**src/design/ohlcba_pkg.sv**
```systemverilog
// shared types, codes and constant tables for the ohlc bar aggregator
// no dependencies; imported by every module of the block
package ohlcba_pkg;

    localparam int PRICE_W  = 30;
    localparam int MINUTE_W = 6;
    localparam int WLEN_W   = 8;
    localparam int SUM_W    = PRICE_W + WLEN_W;
    localparam int BM_W     = 5;
    localparam int NMIN     = 1 << MINUTE_W;

    localparam logic [PRICE_W-1:0] MIN_START = 30'd1000000000;

    // command codes
    localparam logic [1:0] CMD_TICK = 2'd0;
    localparam logic [1:0] CMD_AVG  = 2'd1;
    localparam logic [1:0] CMD_MAX  = 2'd2;
    localparam logic [1:0] CMD_MIN  = 2'd3;

    // field select codes
    localparam logic [1:0] FLD_CLOSE = 2'd0;
    localparam logic [1:0] FLD_HIGH  = 2'd1;
    localparam logic [1:0] FLD_LOW   = 2'd2;
    localparam logic [1:0] FLD_OPEN  = 2'd3;

    // accepted bar lengths in minutes
    localparam logic [BM_W-1:0] BM_1  = 5'd1;
    localparam logic [BM_W-1:0] BM_2  = 5'd2;
    localparam logic [BM_W-1:0] BM_3  = 5'd3;
    localparam logic [BM_W-1:0] BM_5  = 5'd5;
    localparam logic [BM_W-1:0] BM_6  = 5'd6;
    localparam logic [BM_W-1:0] BM_10 = 5'd10;
    localparam logic [BM_W-1:0] BM_15 = 5'd15;
    localparam logic [BM_W-1:0] BM_30 = 5'd30;

    typedef struct packed {
        logic [PRICE_W-1:0] open_p;
        logic [PRICE_W-1:0] high_p;
        logic [PRICE_W-1:0] low_p;
        logic [PRICE_W-1:0] close_p;
    } bar_t;

    // one bit per minute code, set where the minute is a multiple of b
    function automatic logic [NMIN-1:0] boundary_mask(input int unsigned b);
        logic [NMIN-1:0] m;
        int unsigned     c;
        m = '0;
        c = 0;
        for (int i = 0; i < NMIN; i++)
        begin
            m[i] = (c == 0);
            c = c + 1;
            if (c == b)
            begin
                c = 0;
            end
        end
        return m;
    endfunction

    localparam logic [NMIN-1:0] BND_1  = boundary_mask(1);
    localparam logic [NMIN-1:0] BND_2  = boundary_mask(2);
    localparam logic [NMIN-1:0] BND_3  = boundary_mask(3);
    localparam logic [NMIN-1:0] BND_5  = boundary_mask(5);
    localparam logic [NMIN-1:0] BND_6  = boundary_mask(6);
    localparam logic [NMIN-1:0] BND_10 = boundary_mask(10);
    localparam logic [NMIN-1:0] BND_15 = boundary_mask(15);
    localparam logic [NMIN-1:0] BND_30 = boundary_mask(30);

    // pick one field of a stored bar
    function automatic logic [PRICE_W-1:0] select_field(input bar_t b, input logic [1:0] sel);
        logic [PRICE_W-1:0] v;
        unique case (sel)
            FLD_CLOSE: v = b.close_p;
            FLD_HIGH:  v = b.high_p;
            FLD_LOW:   v = b.low_p;
            FLD_OPEN:  v = b.open_p;
            default:   v = b.open_p;
        endcase
        return v;
    endfunction

endpackage

```
**src/design/ohlcba_div.sv**
```systemverilog
// restoring divider for the window average, one quotient bit per cycle
// depends on ohlcba_pkg for the sum and window widths
module ohlcba_div (
    input  logic                         clk,
    input  logic                         rst_n,
    input  logic                         start,
    input  logic [ohlcba_pkg::SUM_W-1:0] dividend,
    input  logic [ohlcba_pkg::WLEN_W-1:0] divisor,
    output logic                         done,
    output logic [ohlcba_pkg::SUM_W-1:0] quotient
);
    import ohlcba_pkg::*;

    localparam int CNT_W = $clog2(SUM_W + 1);

    logic [SUM_W-1:0]  quo_reg, quo_next;
    logic [WLEN_W-1:0] rem_reg, rem_next;
    logic [WLEN_W-1:0] dvs_reg, dvs_next;
    logic [CNT_W-1:0]  cnt_reg, cnt_next;
    logic              busy_reg, busy_next;
    logic              done_reg, done_next;
    logic [WLEN_W:0]   trial;
    logic [WLEN_W:0]   diff;
    logic              fits;

    // one shift and trial subtract per cycle
    always_comb
    begin
        trial     = {rem_reg, quo_reg[SUM_W-1]};
        diff      = trial - {1'b0, dvs_reg};
        fits      = (trial >= {1'b0, dvs_reg});
        quo_next  = quo_reg;
        rem_next  = rem_reg;
        dvs_next  = dvs_reg;
        cnt_next  = cnt_reg;
        busy_next = busy_reg;
        done_next = 1'b0;
        if (start)
        begin
            quo_next  = dividend;
            rem_next  = '0;
            dvs_next  = divisor;
            cnt_next  = '0;
            busy_next = 1'b1;
        end
        else if (busy_reg)
        begin
            quo_next = {quo_reg[SUM_W-2:0], fits};
            rem_next = fits ? diff[WLEN_W-1:0] : trial[WLEN_W-1:0];
            cnt_next = cnt_reg + 1'b1;
            if (cnt_reg == CNT_W'(SUM_W - 1))
            begin
                busy_next = 1'b0;
                done_next = 1'b1;
            end
        end
    end

    always_ff @(posedge clk or negedge rst_n)
    begin
        if (!rst_n)
        begin
            busy_reg <= 1'b0;
            done_reg <= 1'b0;
            cnt_reg  <= '0;
        end
        else
        begin
            busy_reg <= busy_next;
            done_reg <= done_next;
            cnt_reg  <= cnt_next;
        end
    end

    // datapath registers
    always_ff @(posedge clk)
    begin
        quo_reg <= quo_next;
        rem_reg <= rem_next;
        dvs_reg <= dvs_next;
    end

    assign done     = done_reg;
    assign quotient = quo_reg;

endmodule

```
**config.mk**
```make
export PLATFORM = sky130hd
export DESIGN_NAME = ohlcba_div
export DESIGN_NICKNAME = d
export VERILOG_FILES = /design/src/design/ohlcba_pkg.sv /design/src/design/ohlcba_div.sv
export SDC_FILE = /design/constraint.sdc
export NUM_CORES = 1
export LEC_CHECK = 0
export BUFFER_PORTS_ARGS = -buffer_cell sky130_fd_sc_hd__buf_4
export CAP_MARGIN = 20
export CORE_MARGIN = 4
export CORE_UTILIZATION = 40
export DETAILED_ROUTE_END_ITERATION = 10
export SYNTH_ARGS = -nofsm -noshare
export SYNTH_HDL_FRONTEND = slang
export SYNTH_SLANG_ARGS = --single-unit
```
**constraint.sdc**
```tcl
create_clock -name clk -period 3.45 [get_ports clk]
set_input_delay 0.1725 -clock clk [delete_from_list [all_inputs] [get_ports clk]]
set_output_delay 0.1725 -clock clk [all_outputs]
set_load 0.02 [all_outputs]
```
After elaboration in Yosys (flattened, before gate mapping)
Cells that the tools add are included.
W data, S select, Z words.
- magnitude comparators: 1
- add/sub/neg operators: 2
- reductions and logical operators: 1
- eq/ne operators: 1
- muxes and demuxes: 11
- operators by type and width (kind ; number):
    $mux W38 ; 2
    $mux W6 ; 2
    $ge A9 B8 Y1 ; 1
    $mux W8 ; 1
    $sub A8 B8 Y8 ; 1
    $add A6 B1 Y6 const B ; 1
    $eq A6 B6 Y1 const B ; 1
    $mux W1 ; 6
    $reduce_bool A2 Y1 ; 1
- word-level logic and storage cells: 22
- bits of input ports: 49
- output and inout bits: 39
- bits in registers: 62

Depth between registers and ports, before layout
- word-level depth: 4
- depth in mapped cells: 8
- depth with buffers taken out: 8

Worst setup path after synthesis
OpenSTA, ideal clock, no wires.
- kind: register -> register
- from: reg quo_reg[37], in the netlist quotient[37]
- to: reg rem_reg[6]
- library setup time: 84 ps
- buffers on the path: 0
- data required time: 3366 ps
- cell stages (with the launch flop): 9
- data arrival time: 1969 ps
- period minus slack after synthesis: 2053 ps
- slack: 1397 ps
- path through: edfxtp_1 > inv_1 > ha_1 > fa_1 > nand2b_1 > a21oi_1 > mux2i_1 > and4b_1 > o31ai_2
- word-level cells in the longest chain between the ends: 2
- elaborated cells between the ends (all ways): 3
- those cells by class: add/sub: 1; order compare: 1; mux: 1
- ends and longest elaborated chain (what ; RTL line ; text):
    start, declared ; ohlcba_div.sv:16 ; logic [SUM_W-1:0] quo_reg, quo_next;
    start signal, assigned ; ohlcba_div.sv:78 ; quo_reg <= quo_next;
    $sub A8 B8 Y8 or $ge A9 B8 Y1 (tied branches) ; ohlcba_div.sv:30, ohlcba_div.sv:31 ;
    $mux W8 * ; ohlcba_div.sv:49 ; rem_next = fits ? diff[WLEN_W-1:0] : trial[WLEN_W-1:0];
    end signal, assigned ; ohlcba_div.sv:79 ; rem_reg <= rem_next;
    end, declared ; ohlcba_div.sv:17 ; logic [WLEN_W-1:0] rem_reg, rem_next;
Every way passes the cells marked *; elsewhere a longest branch is shown, timed or not.
A chain may end at the register's enable or synchronous reset.

Final worst setup path
- from: reg dvs_reg[5]
- to: reg rem_reg[0]
- word-level cells in the longest chain between the ends: 2
- ends and longest elaborated chain (what ; RTL line ; text):
    start, declared ; ohlcba_div.sv:18 ; logic [WLEN_W-1:0] dvs_reg, dvs_next;
    start signal, assigned ; ohlcba_div.sv:80 ; dvs_reg <= dvs_next;
    $ge A9 B8 Y1 ; ohlcba_div.sv:31 ; fits = (trial >= {1'b0, dvs_reg});
    $mux W8 ; ohlcba_div.sv:49 ;
No other way between the ends.

==> metrics.yaml <==
run_status:
  status: "finished, final reports clean"
cts:
  cts_resized: 0
  clock-sinks: 62
  root_buffer: "clkbuf_8"
  path_clk_slew_ns: 0.06
  postCtsHoldBufs: 8
  postCtsSetupBuffers: 0
  clock_latency_ns: 0.34
  cts_tree: "done"
  cts_buffers: 9
  cts_max_path_buffers: 2
  h-tree-depth: 3
timing:
  skew_ns: 0.00943
  final.min_clock_period_ns: 2.14
  fmaxAchievable_mhz: 467
  worstMarginPinSlew_ns: 0.721
  relSlewSlack_pct: 51.9
  hold_ws_ns: 0.0228
  rsz0062_at_grt: "no"
  setup_viol: 0
  finalHoldViolCount: 0
  fin_tns_setup_ns: 0
  fin_crit_sh_pct: 62.1
  maxSlewViolCount: 0
yosys:
  synth_ff_type: "edfxtp_1"
  yosys-top-cells-area: "edfxtp_1 (47%), mux2_2 (14%), dfrtp_1 (6.8%), dfxtp_1 (5.4%), ha_1 (4.2%)"
  ys_async_sr_fraction_pct: 12.9
  syn_nets: 276
  synth_area_sq_um: 2950
  synth_area_per_cell_sq_um: 13.7
  synth-edff-count: 46
  seq_area_frac_synth_pct: 59.0
  ys_seq_elements: 62
  syn_inst: 216
  synth_top_area_cell: "edfxtp_1"
  yosys_warnings: 0
  synth.distinct_cells: 41
  synth.top_cell.area_share_pct: 46.8
placed_design:
  place_congestion: 0.800
  hpwl_microns: 4420
  place_area_sq_um: 3710
  numPortBuffers: 87
setup_path:
  cp.arrival_ns: 2.39
  r2r_start: "dvs_reg[5]"
  worstSetupStartpoint: "dvs_reg[5]"
  critPathKind: "flip-flop to flip-flop"
  endpoint_kind: "flip-flop"
  reg2regPathDepth: 7
  critPathMaxFanout: 11
  startpoint_type: "flip-flop"
  required_ns: 3.70
global_routing:
  grt_max_degree: 58
  grt_overflow: 0
  grt_usage_pct: 15.3
  grt_pass1_vias: 2072
  grt_pass1_wl_microns: 10200
  antenna_found_initial: 0
detailed_routing:
  avgRoutedWirePerCell_microns: 14.9
  top_layer_used: "met4"
  vias: 2005
  wl_met2_microns: 2770
  ant_nets: 0
  drt_wl_total_microns: 6280
  drt-met1-wl_microns: 2870
  drc: 0
  drtPass1Iterations: 4
  wl_met3_microns: 551
  via_per_inst: 4.76
  drtIter0Drc: 57
pwr:
  power_mw: 2.19
  p_leak_nw: 1.69
  worst_ir_drop_vdd_mv: 0.262
  p_per_area_nw_per_um2: 555
die:
  die-area_sq_um: 8820
  io_pins: 88
  die_x_microns: 93.9
  core_area_sq_um: 7210
  start_util_pct: 40.9
  row_count: 31
  die_height_microns: 93.9
cells_and_area:
  final_nets: 377
  n_fill_cell: 679
  insertedDiodeCount: 0
  syn_to_final_growth_pct: 33.7
  design_area_sq_um: 3950
  largest_register_ff_count: 38
  drive_above_1_share_pct: 46.0
  fin_util_pct: 54.7
min_path:
  hold_path.class: "primary input to flip-flop"
  min_from: "divisor[6]"
  min_path_cells: 1
job:
  drv_cap: 0
path summary, 6_finish.rpt:
check                             end  slack, ns
min in group asynchronous  cnt_reg[2]       0.20
setup reg to reg           rem_reg[0]       1.31
hold / removal             dvs_reg[6]       0.02
max in group asynchronous  cnt_reg[3]       3.13
setup / recovery           rem_reg[0]       1.31
hold reg to reg            rem_reg[6]       0.50
through the flow:
| stage | instances | setup slack, ns |
|---|---|---|
| after floorplan | 216 | 1.40 |
| after global placement | 397 | 1.35 |
| after detailed placement | 397 | 1.32 |
| after CTS | 421 | 1.32 |
| after global routing | 421 | 1.16 |
| final | 421 | 1.31 |
kinds of logic (layout without fill, tap and decap cells):
family                     after synthesis  count (layout)  synth area share (%)
DFF                                     62              62                  59.0
and+or+nand+nor                         46              46                  7.42
muxes                                   44              44                  16.7
AOI/OAI and AO/OA                       25              25                  6.53
buffers and inverters                   19             125                  2.76
adders and majority gates               11              11                  4.92
xor gates and xnor gates                 9               9                  2.67
cell usage after synthesis (2+ instances only):
| master | count |
|---|---|
| xnor2_1 | 2 |
| nand2b_1 | 4 |
| edfxtp_1 | 46 |
| inv_1 | 12 |
| buf_2 | 2 |
| xor2_1 | 7 |
| dfrtp_1 | 8 |
| nor2_1 | 17 |
| mux2_2 | 38 |
| a21o_1 | 3 |
| dfxtp_1 | 8 |
| a21oi_1 | 4 |
| o21ai_0 | 5 |
| a31oi_1 | 2 |
| nand4_1 | 2 |
| nor3_1 | 2 |
| buf_1 | 4 |
| a211oi_1 | 2 |
| a211oi_2 | 2 |
| ha_1 | 10 |
| mux2i_1 | 5 |
| nand2_1 | 12 |
cell usage in the layout, fill, tap and decap left out, drive strengths merged, types with 3 or more instances in the layout:
cell / count
xor2: 7
a21oi: 4
clkbuf: 11
ha: 10
nor2: 17
dfrtp: 8
a211oi: 4
a21o: 3
dlygate4sd3: 8
edfxtp: 46
dfxtp: 8
nand2b: 4
buf: 89
nand2: 12
clkinv: 4
o21ai: 6
inv: 12
mux2i: 5
mux2: 39
critical path: stages (launching register included):
cell      delay [ns]
edfxtp_1        0.32
inv_1           0.04
ha_1            0.37
and3_1          0.23
nand3_1         0.10
o21ai_2         0.45
mux2_4          0.35
a211oi_2        0.20
routing by layer:
layer / up-vias / GRT usage (%)
li1: 996 / -
met2: 59 / 21.2
met1: 941 / 20.4
met3: 9 / 7.85
met4: 0 / 5.42
met5: - / 0
area by class of cell:
class	count	area [sq um]	share of cell area (%)
clock buffers	11	131	3.33
clock inverters	5	26.3	0.666
inverters	12	45.0	1.14
multi-input cells	135	1130	28.6
flip-flops and latches	62	1740	44.1
well taps	99	124	3.14
repair buffers	97	748	19.0
where the power goes:
group | leakage, nW | switching, mW | internal [mW]
clock network | 0.0805 | 0.272 | 0.255
registers | 0.652 | 0.0680 | 0.914
logic | 0.962 | 0.347 | 0.334
total | 1.69 | 0.688 | 1.50
Note: power is estimated with default switching activity, not from simulation.
